### src/sv/smx_pkg.sv
`timescale 1ns / 1ps
// ----------------------------------------------------------------------------
// smx_pkg
// Shared constants, codes and controller/datapath interface types for the
// SplitMix64 random source.
// ----------------------------------------------------------------------------
package smx_pkg;

   // Generator constants
   localparam logic [63:0] GOLDEN_INC = 64'h9E3779B97F4A7C15;
   localparam logic [63:0] MIX_MUL_A  = 64'hBF58476D1CE4E5B9;
   localparam logic [63:0] MIX_MUL_B  = 64'h94D049BB133111EB;

   localparam int WORD_W  = 64;
   localparam int HALF_W  = 32;
   localparam int CNT_W   = 6;   // bit counter of the remainder unit

   // Request kinds
   typedef enum logic [1:0] {
      REQ_WORD  = 2'd0,
      REQ_UPPER = 2'd1,
      REQ_BELOW = 2'd2,
      REQ_BOOL  = 2'd3
   } req_op_type;

   // Datapath operations
   typedef enum logic [3:0] {
      DP_NONE,
      DP_CAPTURE,
      DP_ADVANCE,
      DP_MUL_LL,
      DP_MUL_HL,
      DP_MUL_LH,
      DP_MUL_SUM,
      DP_XSH27,
      DP_FINAL,
      DP_DIV_STEP,
      DP_TAKE_REM,
      DP_ZERO,
      DP_PUBLISH
   } dp_op_type;

   // Controller states
   typedef enum logic [3:0] {
      ST_IDLE,
      ST_CHECK,
      ST_ZERO,
      ST_ADV,
      ST_MA_LL,
      ST_MA_HL,
      ST_MA_LH,
      ST_MA_SUM,
      ST_XS27,
      ST_MB_LL,
      ST_MB_HL,
      ST_MB_LH,
      ST_MB_SUM,
      ST_FIN,
      ST_DIV,
      ST_REM
   } ctrl_state_type;

   // Controller to datapath
   typedef struct packed {
      dp_op_type dp_op;
      logic      load_seed;
      logic      use_mul_b;
   } smx_cmd_type;

   // Datapath to controller
   typedef struct packed {
      req_op_type op;
      logic       bound_zero;
      logic       div_last;
   } smx_stat_type;

endpackage

### src/sv/smx_ctrl.sv
`timescale 1ns / 1ps
// ----------------------------------------------------------------------------
// smx_ctrl
// Sequencer for one request: state advance, two mixing multiplies of three
// partial products each, optional bit-serial remainder, result hand-off.
// ----------------------------------------------------------------------------
module smx_ctrl
   import smx_pkg::*;
(
   input  logic         clock,
   input  logic         reset,
   input  logic         req_tvalid,
   output logic         req_tready,
   output logic         rsp_tvalid,
   input  logic         rsp_tready,
   input  logic         csr_valid,
   output logic         csr_ready,
   output smx_cmd_type  cmd,
   input  smx_stat_type stat
);

   ctrl_state_type state_ff, state_in;
   logic           rsp_valid_ff, rsp_valid_in;
   logic           slot_free;
   logic           publish;

   // Output register is free when empty or being drained this cycle
   assign slot_free = !rsp_valid_ff || rsp_tready;

   // Next state
   always_comb begin
      state_in = state_ff;
      unique case (state_ff)
         ST_IDLE:   if (req_tvalid) state_in = ST_CHECK;
         ST_CHECK: begin
            if (stat.op == REQ_BELOW && stat.bound_zero) state_in = ST_ZERO;
            else                                         state_in = ST_ADV;
         end
         ST_ZERO:   state_in = ST_REM;
         ST_ADV:    state_in = ST_MA_LL;
         ST_MA_LL:  state_in = ST_MA_HL;
         ST_MA_HL:  state_in = ST_MA_LH;
         ST_MA_LH:  state_in = ST_MA_SUM;
         ST_MA_SUM: state_in = ST_XS27;
         ST_XS27:   state_in = ST_MB_LL;
         ST_MB_LL:  state_in = ST_MB_HL;
         ST_MB_HL:  state_in = ST_MB_LH;
         ST_MB_LH:  state_in = ST_MB_SUM;
         ST_MB_SUM: state_in = ST_FIN;
         ST_FIN: begin
            if (stat.op == REQ_BELOW) state_in = ST_DIV;
            else                      state_in = ST_REM;
         end
         ST_DIV:    if (stat.div_last) state_in = ST_REM;
         ST_REM:    if (slot_free) state_in = ST_IDLE;
         default:   state_in = ST_IDLE;
      endcase
   end

   // Outputs and datapath commands
   always_comb begin
      cmd.dp_op     = DP_NONE;
      cmd.load_seed = 1'b0;
      cmd.use_mul_b = 1'b0;
      publish       = 1'b0;
      req_tready    = 1'b0;
      csr_ready     = 1'b0;
      unique case (state_ff)
         ST_IDLE: begin
            req_tready    = 1'b1;
            csr_ready     = 1'b1;
            cmd.load_seed = csr_valid;
            if (req_tvalid) cmd.dp_op = DP_CAPTURE;
         end
         ST_ZERO:   cmd.dp_op = DP_ZERO;
         ST_ADV:    cmd.dp_op = DP_ADVANCE;
         ST_MA_LL:  cmd.dp_op = DP_MUL_LL;
         ST_MA_HL:  cmd.dp_op = DP_MUL_HL;
         ST_MA_LH:  cmd.dp_op = DP_MUL_LH;
         ST_MA_SUM: cmd.dp_op = DP_MUL_SUM;
         ST_XS27:   cmd.dp_op = DP_XSH27;
         ST_MB_LL: begin
            cmd.dp_op     = DP_MUL_LL;
            cmd.use_mul_b = 1'b1;
         end
         ST_MB_HL: begin
            cmd.dp_op     = DP_MUL_HL;
            cmd.use_mul_b = 1'b1;
         end
         ST_MB_LH: begin
            cmd.dp_op     = DP_MUL_LH;
            cmd.use_mul_b = 1'b1;
         end
         ST_MB_SUM: begin
            cmd.dp_op     = DP_MUL_SUM;
            cmd.use_mul_b = 1'b1;
         end
         ST_FIN:    cmd.dp_op = DP_FINAL;
         ST_DIV: begin
            cmd.dp_op = stat.div_last ? DP_TAKE_REM : DP_DIV_STEP;
         end
         ST_REM: begin
            if (slot_free) begin
               cmd.dp_op = DP_PUBLISH;
               publish   = 1'b1;
            end
         end
         ST_CHECK:  cmd.dp_op = DP_NONE;
         default:   cmd.dp_op = DP_NONE;
      endcase
   end

   // Hold the result beat until the sink takes it
   assign rsp_valid_in = publish || (rsp_valid_ff && !rsp_tready);
   assign rsp_tvalid   = rsp_valid_ff;

   always_ff @(posedge clock) begin
      if (reset) begin
         state_ff     <= ST_IDLE;
         rsp_valid_ff <= 1'b0;
      end else begin
         state_ff     <= state_in;
         rsp_valid_ff <= rsp_valid_in;
      end
   end

endmodule

### src/sv/smx_dpath.sv
`timescale 1ns / 1ps
// ----------------------------------------------------------------------------
// smx_dpath
// Generator state, mixing operand, one shared 32x32 multiplier with an
// accumulator, a one-bit-per-cycle remainder unit and the result registers.
// ----------------------------------------------------------------------------
module smx_dpath
   import smx_pkg::*;
(
   input  logic                clock,
   input  logic                reset,
   input  smx_cmd_type         cmd,
   output smx_stat_type        stat,
   input  logic [1:0]          req_op,
   input  logic [WORD_W-1:0]   req_bound,
   input  logic [WORD_W-1:0]   seed,
   output logic [WORD_W-1:0]   rsp_value
);

   logic [WORD_W-1:0] gen_state_ff, gen_state_in;
   logic [WORD_W-1:0] z_ff, z_in;
   logic [WORD_W-1:0] acc_ff, acc_in;
   logic [WORD_W-1:0] prod_ff, prod_in;
   logic [WORD_W-1:0] rem_ff, rem_in;
   logic [WORD_W-1:0] dvd_ff, dvd_in;
   logic [WORD_W-1:0] res_ff, res_in;
   logic [WORD_W-1:0] out_ff, out_in;
   logic [WORD_W-1:0] bound_ff, bound_in;
   req_op_type        op_ff, op_in;
   logic [CNT_W-1:0]  cnt_ff, cnt_in;

   logic [WORD_W-1:0] adv_state;
   logic [WORD_W-1:0] mul_k;
   logic [HALF_W-1:0] mul_x, mul_y;
   logic [WORD_W-1:0] mul_out;
   logic [WORD_W-1:0] acc_sum;
   logic [WORD_W-1:0] word;
   logic [WORD_W:0]   trial;
   logic [WORD_W:0]   trial_diff;

   // Status to the controller
   assign stat.op         = op_ff;
   assign stat.bound_zero = (bound_ff == '0);
   assign stat.div_last   = (cnt_ff == {CNT_W{1'b1}});

   assign adv_state = gen_state_ff + GOLDEN_INC;
   assign mul_k     = cmd.use_mul_b ? MIX_MUL_B : MIX_MUL_A;

   // Select operand halves for the partial product of this step
   always_comb begin
      mul_x = z_ff[HALF_W-1:0];
      mul_y = mul_k[HALF_W-1:0];
      case (cmd.dp_op)
         DP_MUL_HL: mul_x = z_ff[WORD_W-1:HALF_W];
         DP_MUL_LH: mul_y = mul_k[WORD_W-1:HALF_W];
         default: ;
      endcase
   end

   assign mul_out = {{HALF_W{1'b0}}, mul_x} * {{HALF_W{1'b0}}, mul_y};

   // Cross products only reach the upper half of the low 64 bits
   assign acc_sum = acc_ff + {prod_ff[HALF_W-1:0], {HALF_W{1'b0}}};

   // Final xor-shift of the mixed word
   assign word = acc_ff ^ (acc_ff >> 31);

   // Restoring remainder step
   assign trial      = {rem_ff, dvd_ff[WORD_W-1]};
   assign trial_diff = trial - {1'b0, bound_ff};

   always_comb begin
      gen_state_in = gen_state_ff;
      z_in         = z_ff;
      acc_in       = acc_ff;
      prod_in      = prod_ff;
      rem_in       = rem_ff;
      dvd_in       = dvd_ff;
      res_in       = res_ff;
      out_in       = out_ff;
      bound_in     = bound_ff;
      op_in        = op_ff;
      cnt_in       = cnt_ff;
      case (cmd.dp_op)
         DP_CAPTURE: begin
            op_in    = req_op_type'(req_op);
            bound_in = req_bound;
         end
         DP_ADVANCE: begin
            gen_state_in = adv_state;
            z_in         = adv_state ^ (adv_state >> 30);
         end
         DP_MUL_LL: prod_in = mul_out;
         DP_MUL_HL: begin
            acc_in  = prod_ff;
            prod_in = mul_out;
         end
         DP_MUL_LH: begin
            acc_in  = acc_sum;
            prod_in = mul_out;
         end
         DP_MUL_SUM: acc_in = acc_sum;
         DP_XSH27:   z_in   = acc_ff ^ (acc_ff >> 27);
         DP_FINAL: begin
            rem_in = '0;
            dvd_in = word;
            cnt_in = '0;
            case (op_ff)
               REQ_WORD:  res_in = word;
               REQ_UPPER: res_in = {{HALF_W{1'b0}}, word[WORD_W-1:HALF_W]};
               REQ_BOOL:  res_in = {{(WORD_W-1){1'b0}}, word[0]};
               default:   res_in = '0;
            endcase
         end
         DP_DIV_STEP, DP_TAKE_REM: begin
            // Subtract when the shifted remainder reaches the bound
            if (!trial_diff[WORD_W]) rem_in = trial_diff[WORD_W-1:0];
            else                     rem_in = trial[WORD_W-1:0];
            dvd_in = {dvd_ff[WORD_W-2:0], 1'b0};
            cnt_in = cnt_ff + 1'b1;
            if (cmd.dp_op == DP_TAKE_REM) res_in = rem_in;
         end
         DP_ZERO:    res_in = '0;
         DP_PUBLISH: out_in = res_ff;
         default: ;
      endcase
      // Seed write reloads the state; zero stands for the increment
      if (cmd.load_seed) gen_state_in = (seed != '0) ? seed : GOLDEN_INC;
   end

   always_ff @(posedge clock) begin
      if (reset) begin
         gen_state_ff <= GOLDEN_INC;
      end else begin
         gen_state_ff <= gen_state_in;
      end
   end

   always_ff @(posedge clock) begin
      z_ff     <= z_in;
      acc_ff   <= acc_in;
      prod_ff  <= prod_in;
      rem_ff   <= rem_in;
      dvd_ff   <= dvd_in;
      res_ff   <= res_in;
      out_ff   <= out_in;
      bound_ff <= bound_in;
      op_ff    <= op_in;
      cnt_ff   <= cnt_in;
   end

   assign rsp_value = out_ff;

endmodule

### src/sv/splitmix64_random_source.sv
`timescale 1ns / 1ps
// ----------------------------------------------------------------------------
// splitmix64_random_source
// SplitMix64 generator with a seed register and four request kinds.
// ----------------------------------------------------------------------------
// Each request beat advances the 64-bit state by the golden-ratio increment
// and mixes it into a random word, returned whole, as its upper 32 bits, as
// the word modulo a bound, or as bit 0. The time to the result beat is set
// by the two mixing multiplies on a single 32x32 multiplier (three partial
// products each) and, for the bounded kind, by the remainder unit, which
// resolves one bit per cycle. A bounded request with a zero bound offers 0
// without touching the state. A new request is taken only when the
// previous one has reached the output register, which holds its beat until
// the sink takes it. Writing the seed reloads the state; a zero seed loads
// the golden-ratio increment, which is also the reset state.
module splitmix64_random_source
   import smx_pkg::*;
(
   input  logic        clock,
   input  logic        reset,
   // Request stream
   input  logic        req_tvalid,
   output logic        req_tready,
   input  logic [71:0] req_tdata,   // [1:0] op, [65:2] bound, [71:66] zero
   // Result stream
   output logic        rsp_tvalid,
   input  logic        rsp_tready,
   output logic [63:0] rsp_tdata,   // [63:0] value
   // Seed register write
   input  logic        csr_valid,
   output logic        csr_ready,
   input  logic [63:0] csr_data     // [63:0] seed_value
);

   smx_cmd_type  cmd;
   smx_stat_type stat;

   smx_ctrl u_ctrl (
      .clock      (clock),
      .reset      (reset),
      .req_tvalid (req_tvalid),
      .req_tready (req_tready),
      .rsp_tvalid (rsp_tvalid),
      .rsp_tready (rsp_tready),
      .csr_valid  (csr_valid),
      .csr_ready  (csr_ready),
      .cmd        (cmd),
      .stat       (stat)
   );

   smx_dpath u_dpath (
      .clock     (clock),
      .reset     (reset),
      .cmd       (cmd),
      .stat      (stat),
      .req_op    (req_tdata[1:0]),
      .req_bound (req_tdata[65:2]),
      .seed      (csr_data),
      .rsp_value (rsp_tdata)
   );

endmodule
### config.mk
export PLATFORM = sky130hd
export DESIGN_NAME = splitmix64_random_source
export DESIGN_NICKNAME = d
export VERILOG_FILES = /design/src/sv/smx_pkg.sv /design/src/sv/smx_ctrl.sv /design/src/sv/smx_dpath.sv /design/src/sv/splitmix64_random_source.sv
export SDC_FILE = /design/constraint.sdc
export NUM_CORES = 2
export LEC_CHECK = 0
export BUFFER_PORTS_ARGS = -buffer_cell sky130_fd_sc_hd__buf_2
export CAP_MARGIN = 20
export CELL_PAD_IN_SITES_DETAIL_PLACEMENT = 1
export CELL_PAD_IN_SITES_GLOBAL_PLACEMENT = 1
export CORE_UTILIZATION = 35
export CTS_CLUSTER_DIAMETER = 80
export DETAILED_ROUTE_END_ITERATION = 10
export PLACE_DENSITY = 0.6
export SLEW_MARGIN = 20
export SYNTH_ARGS = -nofsm -noshare
export SYNTH_HDL_FRONTEND = slang
export SYNTH_SLANG_ARGS = --single-unit
### constraint.sdc
create_clock -name clock -period 11.3 [get_ports clock]
set_input_delay 0.565 -clock clock [delete_from_list [all_inputs] [get_ports clock]]
set_output_delay 0.565 -clock clock [all_outputs]
set_load 0.01 [all_outputs]
=== After elaboration in Yosys (flattened, before gate mapping) ===
Cells that the tools add are included.

* Bits in registers: 589
* Bits of input ports: 141
* Output and inout port bits: 67
* Logic and storage cells: 111

* Add/subtract/negate cells: 4
* Multiply operators: 1
* Eq/ne operators: 35
* Muxes and demuxes: 30
* Bitwise logic cells: 3
* Reductions and logical operators: 25

{| class="wikitable"
|+ Operator list
! cell !! number
|-
| case mux 64 bit (2 select lines) || 4
|-
| case mux 64 bit (3 select lines) || 2
|-
| two-way mux 64 bit || 5
|-
| subtractor 65 x 64 -> 65 bit || 1
|-
| adder 64 bit || 1
|-
| adder 64 bit, second input constant || 1
|-
| zero test 64 bit || 1
|-
| multiplier 32 x 32 -> 64 bit || 1
|-
| two-way mux 32 bit || 2
|-
| case mux 4 bit (16 select lines) || 1
|-
| nonzero test 64 bit || 1
|-
| bitwise XOR 64 x 33 -> 64 bit || 1
|-
| bitwise XOR 64 x 34 -> 64 bit || 1
|-
| bitwise XOR 64 x 37 -> 64 bit || 1
|-
| two-way mux 62 bit || 1
|-
| equality test 4 bit, second input constant || 13
|-
| case mux 4 bit (12 select lines) || 1
|-
| equality test 4 x 3 -> 1 bit, second input constant || 8
|-
| equality test 4 x 2 -> 1 bit, second input constant || 4
|-
| two-way mux 4 bit || 4
|-
| case mux 6 bit (2 select lines) || 1
|-
| OR reduction 2 bit || 6
|-
| equality test 4 x 1 -> 1 bit, second input constant || 2
|-
| two-way mux 1 bit || 8
|-
| other kinds (18) || 27
|}

=== Longest topological paths before layout ===
* Depth after elaboration: 8
* Gate-level depth with buffers: 39
* Gate-level depth less buffers: 34

=== Cells and area by module ===
From an unflattened synthesis, not the netlist that was laid out.

* Cells, all modules: 6286
* Area, all modules: 62097.1 um2

{| class="wikitable"
|+ By module, submodules not included
! module !! times used !! cells each !! area an instance (um2) !! sequential area each (um2)
|-
| smx_dpath || 1 || 6196 || 61416.4 || 16896.2
|-
| smx_ctrl || 1 || 90 || 680.7 || 100.1
|}

=== Worst setup path after synthesis ===
Ideal clock, no wire load.

* Kind: register -> register
* Start: reg u_ctrl.state_ff[0]
* End: reg u_dpath.bound_ff[0], enable pin
* Library setup time: 0.841 ns
* Arrival: 11.446 ns
* Data required time: 10.459 ns
* Path slack: -0.986 ns
* Cell stages (with the launch flop): 7
* Buffers on the path: 2
* Period minus slack after synthesis: 12.286 ns
* Cell sequence: dfxtp_1 -> clkbuf_1 -> clkbuf_1 -> nor2b_1 -> a211oi_1 -> a21oi_1 -> a2111oi_0

* Word-level cells in the longest chain between the ends: 4
* Elaborated cells on any way between the ends: 22
* Those cells by class: eq/ne: 16; mux: 1; reduce/logical: 5

{| class="wikitable"
|+ Ends and longest elaborated chain
! item !! line !! RTL
|-
| from (decl) || smx_ctrl.sv:22 || <nowiki>ctrl_state_type state_ff, state_in;</nowiki>
|-
| from (signal assigned) || smx_ctrl.sv:122 || <nowiki>state_ff <= state_in;</nowiki>
|-
| equality test 4 x 3 -> 1 bit or equality test 4 bit (tied branches) || smx_ctrl.sv:68 || <nowiki>unique case (state_ff)</nowiki>
|-
| OR reduction 2 bit (no source line) || -- ||
|-
| case mux 4 bit (12 select lines) (*) || smx_ctrl.sv:68 ||
|-
| equality test 4 x 1 -> 1 bit (*) || smx_dpath.sv:84 || <nowiki>case (cmd.dp_op)</nowiki>
|-
| to (signal assigned) || smx_dpath.sv:147 || <nowiki>bound_ff <= bound_in;</nowiki>
|-
| to (decl) || smx_dpath.sv:28 || <nowiki>logic [WORD_W-1:0] bound_ff, bound_in;</nowiki>
|}

Every way passes the cells marked *; elsewhere a longest branch is shown, timed or not.
A chain may end at the register's enable or synchronous reset.

=== Worst setup path in the final report ===
* Start: reg u_ctrl.state_ff[1]
* End: reg u_dpath.prod_ff[63], data pin

* Word-level cells in the longest chain between the ends: 6
* Elaborated cells on any way between the ends: 29
* Those cells by class: mul: 1; eq/ne: 17; mux: 5; reduce/logical: 6

{| class="wikitable"
|+ Ends and longest elaborated chain
! item !! line !! RTL
|-
| equality test 4 x 3 -> 1 bit or equality test 4 bit (tied branches) || smx_ctrl.sv:68 ||
|-
| OR reduction 2 bit (no source line) or OR reduction 4 bit (tied branches) || -- ||
|-
| case mux 4 bit (12 select lines) or two-way mux 1 bit (tied branches) || smx_ctrl.sv:68 ||
|-
| equality test 4 x 3 -> 1 bit or two-way mux 62 bit (tied branches) || smx_dpath.sv:53, smx_dpath.sv:47 ||
|-
| two-way mux 32 bit || smx_dpath.sv:53 || <nowiki>case (cmd.dp_op)</nowiki>
|-
| multiplier 32 x 32 -> 64 bit (*) || smx_dpath.sv:60 || <nowiki>assign mul_out = {{HALF_W{1'b0}}, mul_x} * {{HALF_W{1'b0}}, mul_y};</nowiki>
|-
| named net u_dpath.mul_out[63] || smx_dpath.sv:35 || <nowiki>logic [WORD_W-1:0] mul_out;</nowiki>
|-
| to (signal assigned) || smx_dpath.sv:142 || <nowiki>prod_ff <= prod_in;</nowiki>
|-
| to (decl) || smx_dpath.sv:23 || <nowiki>logic [WORD_W-1:0] prod_ff, prod_in;</nowiki>
|}

The timed path passes the listed nets; every way through them passes the cells marked *.

==> impl_metrics.toml <==
[cells_and_area]
areaGrowthSynthToFinish_pct = 9.92
fin_nets = 7798
layout-drive-gt1-share = 0.0812
fillers = 19748

[floorplanning]
die_w_microns = 421
coreArea_sq_um = 174000
die_area_sq_um = 177000
floorplan.initialDensity = 0.352
num_io_pins = 208
fp.dieH_microns = 421
row_count = 153

[setup_path]
startpoint_type = "flop"
setup.worst_path.start = "u_ctrl.state_ff[1]$_SDFFE_PP0P_"
path_max_fanout = 14
timing.rr.start = "u_ctrl.state_ff[1]$_SDFFE_PP0P_"
cp.arrival_ns = 11.04
critPathCaptureType = "flop"
max_stage_delay_ns = 0.57
crit_type = "reg -> reg"
crit_top_cell = "fa_1"
worst-endpoint-required_ns = 11.73
crit_slowest_cell = "a21oi_4"

[logic_synthesis]
ys_top_cells_by_area = "fa_1 (26%), edfxtp_1 (25%), ha_1 (9.4%)"
seq_area_frac_synth = 0.277
synth-seq-cells = 589
async_flop_share = 0
ys_warn_count = 0
netlist_area_sq_um = 61300
syn-num-nets = 7691
yosysTopAreaCellShare = 0.260
synth.avg_cell_area_sq_um = 9.74
synth_flop_cell = "edfxtp_1"
synth_edf_count = 520
yosysTopAreaCell = "fa_1"
synth.distinct_cells = 98
synth_cells = 6294

[hold_path]
hold_class = "in -> reg"
min_from = "req_tdata[13]"

[clock_network]
clock-sinks = 589
cts_tree = "built"
clkTransAtPathRegs_ns = 0.06
post_cts_buffers = 0
clock_latency_ns = 0.69
cts.repair.resized = 0
numCtsBuffers = 61
cts-hold-fix-buffers = 0
clk_path_buf_depth = 3
cts_root_buf = "clkbuf_16"
htree_num_levels = 2

[detailed_routing]
wl_per_cell_microns = 26.2
drtIter0Drc = 3561
wirelength_microns = 230000
drtAntennaViolNets = 0
drcViolationCount = 0
drt-pass1-iter-count = 7
avgViaCountPerCell = 5.30
vias = 46577

[grt]
antenna_found_initial = 5
grt_max_degree = 106
grt_pass1_wl_microns = 335000
grt_usage = 0.259
grt_pass1_vias = 49744
grt_overflow = 0

[placed_design]
dp_hpwl_microns = 189000
place.gp.congestion = 0.942
io_buffers = 201

[timing]
finalClockSkew_ns = 0.0748
worst_pin_slew_ns = 1.07
slew_viol_final = 0
finalCritPeriodShare = 0.939
rsz0062_at_grt = "no"
fin_setup_tns_ns = 0
setup_viol = 0
max_freq_mhz = 94.3
timing.slew.headroom = 0.287
min_period_ns = 10.61
hold_viol = 0

[run]
max_cap_violations = 0

[status]
status = "completed"
worst max-delay path: cells and delay by family (launching register included):
family | cells | cell delay, ns
buffers and inverters | 5 | 0.87
muxes | 2 | 0.70
AOI/OAI and AO/OA | 5 | 1.94
adders and majority gates | 9 | 4.32
DFF | 1 | 0.53
and+or+nand+nor | 9 | 1.97
final timing paths:
kind | to | depth (start not counted) | slack, ns
setup / recovery | u_dpath.prod_ff[63]$_DFFE_PP_ | 30 | 0.69
hold / removal | u_dpath.bound_ff[11]$_DFFE_PN_ | 1 | 0.05
setup reg to reg | u_dpath.prod_ff[63]$_DFFE_PP_ | 30 | 0.69
hold reg to reg | u_dpath.rsp_value[59]$_DFFE_PN_ | 0 | 0.41
synth_stat cells (83+ instances only):
master,instances
clkbuf_1,238
a21oi_1,412
nand2_1,490
edfxtp_1,520
inv_1,1097
nor2_1,568
ha_1,459
xor2_1,139
and2_1,83
o21ai_0,238
fa_1,797
xnor2_1,202
a21o_1,107
nor3_1,91
cell type report:
| class | instances | area [sq um] | area share |
|---|---|---|---|
| Clock inverter | 47 | 607 | 0.00900 |
| Timing Repair Buffer | 311 | 1890 | 0.0280 |
| Clock buffer | 69 | 1570 | 0.0232 |
| Antenna cell | 4 | 10.0 | 0.000149 |
| Sequential cell | 589 | 17000 | 0.252 |
| Inverter | 1109 | 4160 | 0.0618 |
| Tap cell | 2325 | 2910 | 0.0432 |
| Multi-Input combinational cell | 4329 | 39300 | 0.583 |
metal layers:
layer | share of wire | GRT usage
met5 | 0 | 0
met3 | 0.053 | 0.0316
met4 | 0.027 | 0.0677
met1 | 0.44 | 0.356
met2 | 0.48 | 0.431
per-stage QoR:
step	cells	hold slack, ns	utilization	setup WS [ns]	cell area, sq um
after floorplan	6294	0.400	-	1.65	61300
after global placement	8663	0.402	0.375	0.915	65200
after detailed placement	8663	0.406	0.375	0.750	65200
after CTS	8779	0.00432	0.387	0.721	67400
after global routing	8781	0.0210	0.387	0.212	67400
final	8783	0.0470	0.387	0.694	67400
cell families (layout without fill, tap and decap cells):
group	after synthesis	in the layout	synth area share
multiplexers	50	50	0.00869
other	0	4	0
buffers and inverters	1376	1536	0.0844
XOR/XNOR	345	345	0.0500
flip-flops	589	589	0.277
adder cells (fa/ha/maj)	1256	1256	0.354
AND/OR/NAND/NOR	1559	1559	0.114
AO/OA/AOI/OAI	1119	1119	0.112
cell usage in the layout, fill, tap and decap left out, drive strengths merged, types with 85 or more instances in the layout:
cell type	count
nor3	93
nor2	570
ha	459
buf	311
nand2	492
a21oi	414
o21ai	259
xor2	139
a21o	107
xnor2	204
inv	1105
edfxtp	520
and2	85
fa	797
sequential cells by signal (all words and copies together) (netlist names):
register              cells
u_dpath.acc_ff           64
u_dpath.bound_ff         64
u_dpath.dvd_ff           64
u_dpath.gen_state_ff     64
u_dpath.prod_ff          64
u_dpath.rem_ff           64
u_dpath.res_ff           64
u_dpath.rsp_value        64
u_dpath.z_ff             64
u_dpath.cnt_ff            6
u_ctrl.state_ff           4
u_dpath.op_ff             2
u_ctrl.rsp_tvalid         1
Power is left out: the tool's default activity adds up to more than one toggle a clock period on the data nets, which glitch-free logic cannot reach.
